--- config.mk ---
export PLATFORM = sky130hd
export DESIGN_NAME = rice_stream_decoder
export DESIGN_NICKNAME = d
export VERILOG_FILES = /design/src/design/rsd_pkg.sv /design/src/design/rsd_fifo.sv /design/src/design/rsd_decode.sv /design/src/design/rice_stream_decoder.sv
export SDC_FILE = /design/constraint.sdc
export NUM_CORES = 1
export LEC_CHECK = 0
export BUFFER_PORTS_ARGS = -buffer_cell sky130_fd_sc_hd__buf_4
export CORE_MARGIN = 4
export CORE_UTILIZATION = 43
export CTS_CLUSTER_SIZE = 12
export DETAILED_ROUTE_END_ITERATION = 6
export MAX_ROUTING_LAYER = met4
export PLACE_DENSITY = 0.65
export SYNTH_ARGS = -nofsm -noshare
export SYNTH_HDL_FRONTEND = slang
export SYNTH_SLANG_ARGS = --single-unit
--- constraint.sdc ---
create_clock -name clk -period 5 [get_ports clk]
set_clock_uncertainty 0.05 [all_clocks]
set_input_delay 0.75 -clock clk [delete_from_list [all_inputs] [get_ports clk]]
set_output_delay 0.75 -clock clk [all_outputs]
set_load 0.01 [all_outputs]
--- src/design/rsd_pkg.sv ---
// ----------------------------------------------------------------------------
// rsd_pkg
// Types and constants shared by the Rice stream decoder modules.
// ----------------------------------------------------------------------------
`default_nettype none

package rsd_pkg;

  localparam int unsigned BYTE_BITS = 8;

  localparam logic [1:0] HDR_DONE = 2'd3;
  localparam logic [2:0] LAST_BIT = 3'd7;
  localparam logic       BIT_ONE  = 1'b1;

  typedef struct packed {
    logic                 last;
    logic [BYTE_BITS-1:0] data;
  } in_item_t;

  typedef struct packed {
    logic [BYTE_BITS-1:0] symbol;
    logic                 padded;
    logic                 last;
  } result_t;

  typedef struct packed {
    logic pop;       // head byte fully consumed this cycle
    logic hdr_idle;  // header counter at its start value
  } eng_stat_t;

endpackage

`default_nettype wire

--- src/design/rsd_fifo.sv ---
// ----------------------------------------------------------------------------
// rsd_fifo
// Small register FIFO used for the byte queue and the result queue.
// ----------------------------------------------------------------------------
`default_nettype none

module rsd_fifo #(
  parameter int unsigned WIDTH = 8,
  parameter int unsigned DEPTH = 2
) (
  input  logic             clk,
  input  logic             rst_n,
  input  logic             push,
  input  logic [WIDTH-1:0] wdata,
  input  logic             pop,
  output logic [WIDTH-1:0] rdata,
  output logic             full,
  output logic             empty
);

  localparam int unsigned PW = (DEPTH > 1) ? $clog2(DEPTH) : 1;
  localparam int unsigned CW = $clog2(DEPTH + 1);
  localparam logic [PW-1:0] PTR_LAST = PW'(DEPTH - 1);
  localparam logic [CW-1:0] CNT_FULL = CW'(DEPTH);

  logic [WIDTH-1:0] mem_r [DEPTH];
  logic [PW-1:0]    wr_ptr_r, rd_ptr_r;
  logic [CW-1:0]    cnt_r;
  logic             do_push, do_pop;

  assign full    = (cnt_r == CNT_FULL);
  assign empty   = (cnt_r == '0);
  assign do_push = push && !full;
  assign do_pop  = pop && !empty;
  assign rdata   = mem_r[rd_ptr_r];

  always_ff @(posedge clk) begin
    if (!rst_n) begin
      wr_ptr_r <= '0;
      rd_ptr_r <= '0;
      cnt_r    <= '0;
    end else begin
      if (do_push) begin
        wr_ptr_r <= (wr_ptr_r == PTR_LAST) ? '0 : wr_ptr_r + PW'(1);
      end
      if (do_pop) begin
        rd_ptr_r <= (rd_ptr_r == PTR_LAST) ? '0 : rd_ptr_r + PW'(1);
      end
      if (do_push && !do_pop) begin
        cnt_r <= cnt_r + CW'(1);
      end else if (do_pop && !do_push) begin
        cnt_r <= cnt_r - CW'(1);
      end
    end
  end

  always_ff @(posedge clk) begin
    if (do_push) begin
      mem_r[wr_ptr_r] <= wdata;
    end
  end

endmodule

`default_nettype wire

--- src/design/rsd_decode.sv ---
// ----------------------------------------------------------------------------
// rsd_decode
// Bit-serial back end: one stream bit per cycle from the head byte unless
// stalled, with a one-entry hold stage that marks each byte's last symbol.
// ----------------------------------------------------------------------------
`default_nettype none

module rsd_decode (
  input  logic                clk,
  input  logic                rst_n,
  input  logic                bit_avail,
  input  rsd_pkg::in_item_t   head,
  input  logic                out_full,
  output logic                push,
  output rsd_pkg::result_t    push_res,
  output rsd_pkg::eng_stat_t  stat
);

  logic [1:0] hdr_r, hdr_nxt;
  logic [2:0] k_r, k_nxt;
  logic       inrem_r, inrem_nxt;
  logic [7:0] q_r, q_nxt;
  logic [7:0] acc_r, acc_nxt;
  logic [2:0] left_r, left_nxt;
  logic [2:0] bidx_r;

  logic             pend_v_r, pend_v_nxt;
  rsd_pkg::result_t pend_r, pend_nxt;

  logic       b, byte_end, emit_bit, emit_pad, n_v, push_req, go;
  logic [2:0] left_dec;
  logic [7:0] acc_or, nsym;

  assign b        = head.data[bidx_r];
  assign byte_end = bit_avail && (bidx_r == rsd_pkg::LAST_BIT);
  assign left_dec = left_r - 3'd1;
  assign acc_or   = acc_r | (8'(b) << left_dec);

  always_comb begin
    hdr_nxt   = hdr_r;
    k_nxt     = k_r;
    inrem_nxt = inrem_r;
    q_nxt     = q_r;
    acc_nxt   = acc_r;
    left_nxt  = left_r;
    emit_bit  = 1'b0;
    emit_pad  = 1'b0;
    nsym      = acc_r;
    if (bit_avail) begin
      priority if (hdr_r != rsd_pkg::HDR_DONE) begin
        k_nxt   = {k_r[1:0], b};
        hdr_nxt = hdr_r + 2'd1;
      end else if (!inrem_r) begin
        if (b == rsd_pkg::BIT_ONE) begin
          q_nxt = q_r + 8'd1;
        end else if (k_r == '0) begin
          emit_bit = 1'b1;
          nsym     = q_r;
          q_nxt    = '0;
        end else begin
          acc_nxt   = q_r << k_r;
          left_nxt  = k_r;
          inrem_nxt = 1'b1;
          q_nxt     = '0;
        end
      end else begin
        left_nxt = left_dec;
        acc_nxt  = acc_or;
        if (left_dec == '0) begin
          emit_bit  = 1'b1;
          nsym      = acc_or;
          inrem_nxt = 1'b0;
          acc_nxt   = '0;
        end
      end
      if (byte_end && head.last) begin
        if (inrem_nxt && (left_nxt != '0)) begin
          emit_pad = 1'b1;
          nsym     = acc_nxt;
        end
        hdr_nxt   = '0;
        k_nxt     = '0;
        inrem_nxt = 1'b0;
        q_nxt     = '0;
        acc_nxt   = '0;
        left_nxt  = '0;
      end
    end
  end

  assign n_v      = emit_bit || emit_pad;
  assign push_req = pend_v_r && (pend_r.last || n_v || byte_end);
  assign go       = !(push_req && out_full);
  assign push     = push_req && go;

  always_comb begin
    push_res        = pend_r;
    push_res.last   = pend_r.last || (byte_end && !n_v);
    pend_v_nxt      = pend_v_r;
    pend_nxt        = pend_r;
    if (go) begin
      if (n_v) begin
        pend_v_nxt      = 1'b1;
        pend_nxt.symbol = nsym;
        pend_nxt.padded = emit_pad;
        pend_nxt.last   = byte_end;
      end else if (push) begin
        pend_v_nxt = 1'b0;
      end
    end
  end

  assign stat.pop      = go && byte_end;
  assign stat.hdr_idle = (hdr_r == '0);

  always_ff @(posedge clk) begin
    if (!rst_n) begin
      hdr_r    <= '0;
      k_r      <= '0;
      inrem_r  <= 1'b0;
      q_r      <= '0;
      acc_r    <= '0;
      left_r   <= '0;
      bidx_r   <= '0;
      pend_v_r <= 1'b0;
    end else begin
      pend_v_r <= pend_v_nxt;
      if (go && bit_avail) begin
        hdr_r   <= hdr_nxt;
        k_r     <= k_nxt;
        inrem_r <= inrem_nxt;
        q_r     <= q_nxt;
        acc_r   <= acc_nxt;
        left_r  <= left_nxt;
        bidx_r  <= bidx_r + 3'd1;
      end
    end
  end

  always_ff @(posedge clk) begin
    pend_r <= pend_nxt;
  end

endmodule

`default_nettype wire

--- src/design/rice_stream_decoder.sv ---
// ----------------------------------------------------------------------------
// rice_stream_decoder
// Rice stream decoder: bytes in, decoded symbols out, each channel a queue.
//
//   channel  ports                                          direction
//   input    in_push in_full in_compressed_byte in_last_byte   in
//   result   out_pop out_empty out_symbol out_padded           out
//            out_last_in_run
//
// The bit-serial back end takes one stream bit per cycle unless stalled; a
// byte queue in front lets the next bytes be taken meanwhile.
// Results pass a one-entry hold stage and a result queue; a symbol waits
// there for the next symbol or the last bit of its byte, and the last
// symbol of each byte is marked as such.
// Reset is synchronous, active low, and empties both queues.
// A full result queue stalls the back end; the byte queue then fills.
// ----------------------------------------------------------------------------
`default_nettype none

module rice_stream_decoder #(
  parameter int unsigned IN_DEPTH  = 2,
  parameter int unsigned OUT_DEPTH = 2
) (
  input  logic       clk,
  input  logic       rst_n,
  input  logic       in_push,
  output logic       in_full,
  input  logic [7:0] in_compressed_byte,
  input  logic       in_last_byte,
  input  logic       out_pop,
  output logic       out_empty,
  output logic [7:0] out_symbol,
  output logic       out_padded,
  output logic       out_last_in_run
);

  rsd_pkg::in_item_t  in_item, head;
  rsd_pkg::result_t   push_res, out_res;
  rsd_pkg::eng_stat_t stat;
  logic               in_empty, oq_push, oq_full;

  assign in_item.data = in_compressed_byte;
  assign in_item.last = in_last_byte;

  rsd_fifo #(
    .WIDTH ($bits(rsd_pkg::in_item_t)),
    .DEPTH (IN_DEPTH)
  ) u_in_q (
    .clk   (clk),
    .rst_n (rst_n),
    .push  (in_push),
    .wdata (in_item),
    .pop   (stat.pop),
    .rdata (head),
    .full  (in_full),
    .empty (in_empty)
  );

  rsd_decode u_decode (
    .clk       (clk),
    .rst_n     (rst_n),
    .bit_avail (!in_empty),
    .head      (head),
    .out_full  (oq_full),
    .push      (oq_push),
    .push_res  (push_res),
    .stat      (stat)
  );

  rsd_fifo #(
    .WIDTH ($bits(rsd_pkg::result_t)),
    .DEPTH (OUT_DEPTH)
  ) u_out_q (
    .clk   (clk),
    .rst_n (rst_n),
    .push  (oq_push),
    .wdata (push_res),
    .pop   (out_pop),
    .rdata (out_res),
    .full  (oq_full),
    .empty (out_empty)
  );

  assign out_symbol      = out_res.symbol;
  assign out_padded      = out_res.padded;
  assign out_last_in_run = out_res.last;

  a_no_push_full: assert property (@(posedge clk) disable iff (!rst_n)
    !(oq_push && oq_full))
    else $error("result pushed into full queue");

  a_pad_is_last: assert property (@(posedge clk) disable iff (!rst_n)
    (!out_empty && out_padded) |-> out_last_in_run)
    else $error("padded symbol not last of its byte");

  a_last_resets: assert property (@(posedge clk) disable iff (!rst_n)
    (stat.pop && head.last) |=> stat.hdr_idle)
    else $error("stream end did not restart header");

endmodule

`default_nettype wire

# ---- Word level (Yosys, flattened, before mapping)
# Memory sizes are Yosys's and may differ from the RTL's. A register that Yosys moved wholly into a read port is not among the register bits.
# Index checks and enable logic that the tools add are counted.
dict set report op_classes {
  n_shift 2
  n_bitwise 3
  n_eq_ne 6
  mux 64
  order_cmp 1
  reduce_logical 45
  add_sub_neg 12
}
# op n
set ops {}
lappend ops {{8-bit 2-to-1 mux} 18}
lappend ops {{1-bit 2-to-1 mux} 31}
lappend ops {{3-bit 2-to-1 mux} 8}
lappend ops {{1-bit logical AND} 17}
lappend ops {{2-bit 2-to-1 mux} 6}
lappend ops {{1-bit logical NOT} 10}
lappend ops {{8-bit by 1-bit adder with 8-bit output, second input constant} 1}
lappend ops {{8-bit bitwise OR} 1}
lappend ops {{2-bit nonzero test} 4}
lappend ops {{1-bit by 3-bit left shift with 8-bit output} 1}
lappend ops {{8-bit by 3-bit left shift with 8-bit output} 1}
lappend ops {{2-bit by 1-bit adder with 2-bit output, second input constant} 3}
lappend ops {{3-bit logical NOT} 2}
lappend ops {{2-bit inequality test, second input constant} 3}
lappend ops {{2-bit AND reduction} 3}
lappend ops {{1-bit adder, second input constant} 4}
lappend ops {{2-bit equality test, second input constant} 2}
lappend ops {{2-bit logical NOT} 2}
lappend ops {{1-bit logical OR} 4}
lappend ops {{3-bit by 4-bit < comparator with 1-bit output, second input constant} 1}
lappend ops {{4-bit AND reduction} 1}
lappend ops {{2-bit by 1-bit subtractor with 2-bit output, second input constant} 2}
lappend ops {{3-bit by 1-bit adder with 3-bit output, second input constant} 1}
lappend ops {{1-bit binary-select mux with 3-bit select} 1}
lappend ops {{5 further kinds} 6}
dict set report totals {
  in_bits 13
  elab_cells 152
  mem_bits_rw 38
  regBits 47
  mem_count 2
}
# name depth width read_ports rd_ports_with_merged_regs wr line
set memory_table {}
lappend memory_table {u_out_q.mem_r 2 10 1 1 1 rsd_fifo.sv:26} ;# logic [WIDTH-1:0] mem_r [DEPTH];
lappend memory_table {u_in_q.mem_r 2 9 1 1 1 rsd_fifo.sv:26}

# ---- Depth between registers and ports, before layout
dict set report logic_depth {
  ltp_word 23
  mapped_depth 12
  ltp_nobuf 12
}

# ---- Modules after synthesis
# From an unflattened synthesis, not the netlist that was laid out.
dict set report unflattened {
  cells_unflattened 460
  hier_area_um2 4634.4
}
# module cells_each area_each_um2 instances seq_area_each_um2
set by_module_without_submodules {}
lappend by_module_without_submodules {rsd_decode 349 2803.9 1 880.8}
lappend by_module_without_submodules {{rsd_fifo at u_out_q} 57 945.9 1 700.7}
lappend by_module_without_submodules {{rsd_fifo at u_in_q} 53 880.8 1 640.6}
lappend by_module_without_submodules {rice_stream_decoder 1 3.8 1 0.0}

# ---- Worst setup path before layout
# OpenSTA, ideal clock, no wires.
dict set report synth_timing {
  path_type {reg2reg}
  start {reg u_decode.left_r[0]}
  end {reg u_in_q.cnt_r[1]}
  stages_incl_launch_ff 12
  setup_time_ns 0.076
  slack_ns 1.926
  synth_period_minus_slack_ns 3.074
  t_arrival_ns 2.949
  cell_sequence {dfxtp_1 -> clkbuf_1 -> inv_1 -> ha_1 -> xor2_1 -> nor2_1 -> nand2_1 -> a32oi_2 -> or2_2 -> ha_1 -> or3_1 -> a21boi_0}
}
dict set report synth_between {
  elab_chain_len 21
  elab_cells_between_ends 33
}
# element line
set synth_lines {}
lappend synth_lines {{from (decl)} rsd_decode.sv:24} ;# logic [2:0] left_r, left_nxt;
lappend synth_lines {{from (signal assigned)} rsd_decode.sv:134} ;# left_r <= left_nxt;
lappend synth_lines {{3-bit by 1-bit subtractor with 3-bit output or 3-bit 2-to-1 mux (tied branches)} {rsd_decode.sv:36, rsd_decode.sv:56}}
lappend synth_lines {{3-bit logical NOT or 3-bit 2-to-1 mux (tied branches)} {rsd_decode.sv:69, rsd_decode.sv:54}}
lappend synth_lines {{1-bit 2-to-1 mux or 3-bit 2-to-1 mux (tied branches)} {rsd_decode.sv:69, rsd_decode.sv:53}}
lappend synth_lines {{1-bit 2-to-1 mux or 3-bit 2-to-1 mux (tied branches)} {rsd_decode.sv:53, rsd_decode.sv:50}}
lappend synth_lines {{1-bit 2-to-1 mux or 3-bit 2-to-1 mux (tied branches)} {rsd_decode.sv:50, rsd_decode.sv:49}}
lappend synth_lines {{1-bit 2-to-1 mux or 3-bit nonzero test (tied branches)} {rsd_decode.sv:49, rsd_decode.sv:77}}
lappend synth_lines {{1-bit logical AND} rsd_decode.sv:77} ;# if (inrem_nxt && (left_nxt != '0)) begin
lappend synth_lines {{1-bit 2-to-1 mux} rsd_decode.sv:77}
lappend synth_lines {{[... 5 more ...]} n/a}
lappend synth_lines {{1-bit logical AND *} rsd_decode.sv:92} ;# assign push_req = pend_v_r && (pend_r.last || n_v || byte_end);
lappend synth_lines {{1-bit logical AND *} rsd_decode.sv:93} ;# assign go = !(push_req && out_full);
lappend synth_lines {{1-bit logical NOT *} rsd_decode.sv:93}
lappend synth_lines {{1-bit logical AND *} rsd_decode.sv:113} ;# assign stat.pop = go && byte_end;
lappend synth_lines {{1-bit logical AND *} rsd_fifo.sv:34} ;# assign do_pop = pop && !empty;
lappend synth_lines {{1-bit logical NOT} rsd_fifo.sv:49} ;# if (do_push && !do_pop) begin
lappend synth_lines {{1-bit logical AND} rsd_fifo.sv:49}
lappend synth_lines {{2-bit 2-to-1 mux or 2-bit nonzero test (tied branches)} n/a}
lappend synth_lines {{to (signal assigned)} rsd_fifo.sv:50} ;# cnt_r <= cnt_r + CW'(1);
lappend synth_lines {{to (signal assigned)} rsd_fifo.sv:52} ;# cnt_r <= cnt_r - CW'(1);
lappend synth_lines {{to (decl)} rsd_fifo.sv:28} ;# logic [CW-1:0] cnt_r;
# Mark *: on every way between the ends. The rest lies on a longest branch, timed or not. The select of a mux whose other input is x is not followed.
# A chain may end at the register's enable or synchronous reset.

==> key figures <==
Status
  • Status: finished clean

Floorplan
  • Starting Density: 0.443
  • Die W: 111 um
  • Placement row count: 37
  • Die ar.: 12400 um2
  • Core area: 10300 um2
  • I/O pins: 25
  • Die height: 111 um

GRT
  • Tot GR Track Use: 0.173
  • Largest net degree at the start of global routing: 40
  • GRT overflow: 0
  • Antenna violations before repair: 0
  • First-pass GRT wire length: 17.1 mm
  • Vias in the first global route: 3458

Synthesis
  • Mapped Area: around 4600 um2
  • Compound-Gate Fraction of Synth Area: 0.186
  • Synth Flop Type: edfxtp_1
  • Register area share after synthesis: 0.486
  • Count of cell types in the netlist: 66
  • Syn nets: 460
  • Adder-cell area share of the yosys netlist: 0.0219
  • Post-synthesis xor/xnor area fraction: 0.0153
  • Synth Instances: ~440
  • Mapped Avg Cell Area: 10.4 um2
  • Synth Area in Simple Gates: 0.169
  • Flops & latches, synth: 87
  • Largest family of logic cells by synthesized area: compound AO/OA/AOI/OAI gates
  • Synthesis Warnings: 0
  • Async set or reset register ratio after synthesis: 0
  • Number of synthesized flops with an enable pin: 48
  • Post-synthesis mux area share: 0.0886

Worst setup path
  • Worst setup EP type: flop
  • Worst Path Required: 4.94 ns
  • Critical path startpoint category: flop
  • RR Endpoint: u_decode.push_res[5]$_DFFE_PP_
  • Critical Path AT: 3.60 ns
  • Reg-to-reg setup timing slack: 1.34 ns
  • Worst Reg-to-Reg Cells: 9
  • WS Path Type: flop to flop
  • Critical Path Fanout Max: 13

Placement
  • Post-DP HPWL: 7.43 mm
  • Port-buffer cells: 24
  • Placer Congestion: 0.910

Final layout
  • Most common cell after layout, fill and taps aside: edfxtp_1
  • N_diodes: 0
  • Final Util: 0.488
  • FILL cells: 966
  • P&R area growth vs syn: 10.1%
  • Area of the multi-input gates: ~2200 um2
  • Most frequent cells in the layout: edfxtp_1 (48), dfxtp_1 (39), nand2_1 (28), nor2_1 (28), buf_4 (27)
  • Fin nets: 478
  • FF/Latch Area: 2220 um2
  • Layout cells sized above 1: 0.171

Clocking
  • H-tree levels: 3
  • TritonCTS buffer count: 9
  • Clock root buffer: clkbuf_8
  • TritonCTS clock tree: yes
  • CTS Hold Bufs: 0
  • Worst-Skew Late Latency: about 0.36 ns
  • Post-CTS sizing: 0
  • Worst-path clk slew: 0.10 ns
  • Post-CTS Setup Inserts: 0
  • Max clock buf depth: 2
  • Clk sinks: 87

STA
  • Post-route setup TNS: 0 ns
  • Worst-Margin Slew: 0.883 ns
  • Fin crit share: 0.732
  • Normalized max-slew margin: 0.410
  • RSZ-0062 raised after global routing: no
  • Hold Vio Cnt, Final: 0
  • Setup violators final: 0
  • Final min period: ~3.7 ns
  • Final Max Slew Viols: 0
  • Max frequency: about 270 MHz

Power
  • Pwr dens: about 340 nW/um2
  • Comb pwr share: 0.229
  • Psw: 556 uW
  • Flop pwr share: 0.501
  • Maximum vdd ir drop: 0.000175 V
  • Power share of the clock group: 0.270
  • Internal cell power: 1140 uW
  • Leakage power: 0.00171 uW
  • Switching Share: 0.328

Min path
  • Worst hold start: u_decode.push_res[4]$_DFFE_PP_
  • HP Class: flop to flop
  • Hold Path End: u_out_q.mem_r[0][4]$_DFFE_PP_
  • Hold Path Cell Cnt: 0

Drt
  • Post-route DRC violation count: 0
  • Avg WL per Cell: 17.0 um
  • Via count: 3418
  • First-pass DRT Iterations: 5
  • Wirelength, routed: 10.2 mm
  • DR iter-0 viols: 215
  • Vias per cell: 5.72
  • Antenna viol nets, final: 0

Job
  • Max cap viols: 0
==> logic make-up after synthesis <==
| kind of cell | count (synthesis) |
|---|---|
| simple gates | 142 |
| compound gates | 123 |
| flops | 87 |
| buf+inv | 38 |
| mux | 33 |
| xor+xnor | 8 |
| fa+ha+maj | 8 |
==> sequential cells by signal, summed over array words and instances, names as in the netlist, 2 cells and up, named ones only <==
signal	count
u_decode.acc_r	8
u_out_q.cnt_r	2
u_in_q.cnt_r	2
u_decode.q_r	8
u_decode.hdr_r	2
u_decode.push_res	9
u_in_q.mem_r	18
u_decode.left_r	3
u_decode.k_r	3
u_out_q.mem_r	20
u_decode.bidx_r	3
==> layout make-up <==
type	count	share of cell area
sequential	87	0.441
multi-input combinational	314	0.436
timing repair buffer	27	0.0402
tap	136	0.0338
clock buffer	10	0.0253
inverter	18	0.0137
clock inverter	6	0.0104
==> through the flow <==
stage	hold WS, ns	area [um2]	std cells	worst slack, ns	total power (uW)
2_1_floorplan	0.371	4580	439	1.93	1140
3_3_place_gp	0.376	4860	582	1.42	1250
3_5_place_dp	0.383	4860	582	1.34	1250
4_1_cts	0.401	5040	598	1.31	1710
5_1_grt	0.412	5040	598	1.08	1800
6_report	0.397	5040	598	1.34	1690
==> power by group through the flow <==
| stage | registers (uW) | clock network (uW) | logic, uW |
|---|---|---|---|
| after detailed placement | 866 | 0 | 388 |
| final | 849 | 457 | 388 |
| after global placement | 865 | 0 | 384 |
| after floorplan | 832 | 0 | 309 |
| after global routing | 860 | 510 | 433 |
| after CTS | 850 | 474 | 389 |
==> critical path: stages (launching register included) <==
cell,delay [ns]
dfxtp_1,0.60
mux2_1,0.36
mux4_2,0.51
nor2_4,0.23
o211ai_2,0.19
a21o_1,0.21
a41o_1,0.35
clkinv_2,0.15
a31oi_1,0.07
nor2_1,0.58
==> cell usage after synthesis, drive strengths merged (2+ instances only) <==
library cell | n | share of area
nand2b | 4 | 0.0055
a2bb2oi | 2 | 0.0038
or3 | 7 | 0.0096
edfxtp | 48 | 0.31
o211ai | 6 | 0.011
xnor2 | 5 | 0.0096
buf | 7 | 0.0087
mux4 | 4 | 0.020
nor2 | 31 | 0.028
and3 | 6 | 0.0082
xor2 | 3 | 0.0057
a22oi | 12 | 0.020
nor4b | 2 | 0.0038
nor4 | 3 | 0.0041
nand3 | 3 | 0.0033
o221ai | 4 | 0.0077
nand2 | 28 | 0.023
dfxtp | 39 | 0.17
clkbuf | 13 | 0.011
o21ai | 31 | 0.037
a31oi | 3 | 0.0041
a21oi | 23 | 0.025
or4 | 5 | 0.0082
or2 | 3 | 0.0041
mux2i | 12 | 0.026
a21o | 5 | 0.0082
nor3 | 10 | 0.011
ha | 8 | 0.022
a21boi | 13 | 0.022
inv | 16 | 0.013
o311a | 2 | 0.0044
nor2b | 23 | 0.033
or3b | 4 | 0.0077
o32ai | 2 | 0.0038
mux2 | 17 | 0.043
and2 | 11 | 0.015
o31ai | 3 | 0.0049
o21a | 4 | 0.0066
clkinv | 2 | 0.0019
a211oi | 3 | 0.0049
==> per-layer routing <==
metal / routed length [um] / track usage / vias to the layer above
met5: 0 / - / -
met1: 4800 / 0.226 / 1647
li1: - / - / 1668
met4: 202 / 0.0641 / 0
met3: 437 / 0.0355 / 18
met2: 4730 / 0.266 / 85
==> worst max-delay path by stage <==
stage	from	to	slack, ns	depth (start not counted)
floorplan	u_decode.left_r[0]$_SDFFE_PN0P_	u_in_q.cnt_r[1]$_SDFFE_PN0P_	1.93	11
global placement	flop	u_decode.push_res[6]$_DFFE_PP_	1.42	9
detailed placement	flop	u_decode.push_res[4]$_DFFE_PP_	1.34	9
CTS	flop	u_decode.push_res[5]$_DFFE_PP_	1.31	9
global route	flop	u_decode.push_res[5]$_DFFE_PP_	1.08	9
finish	flop	u_decode.push_res[5]$_DFFE_PP_	1.34	9
Power figures use the tool's default switching activity.
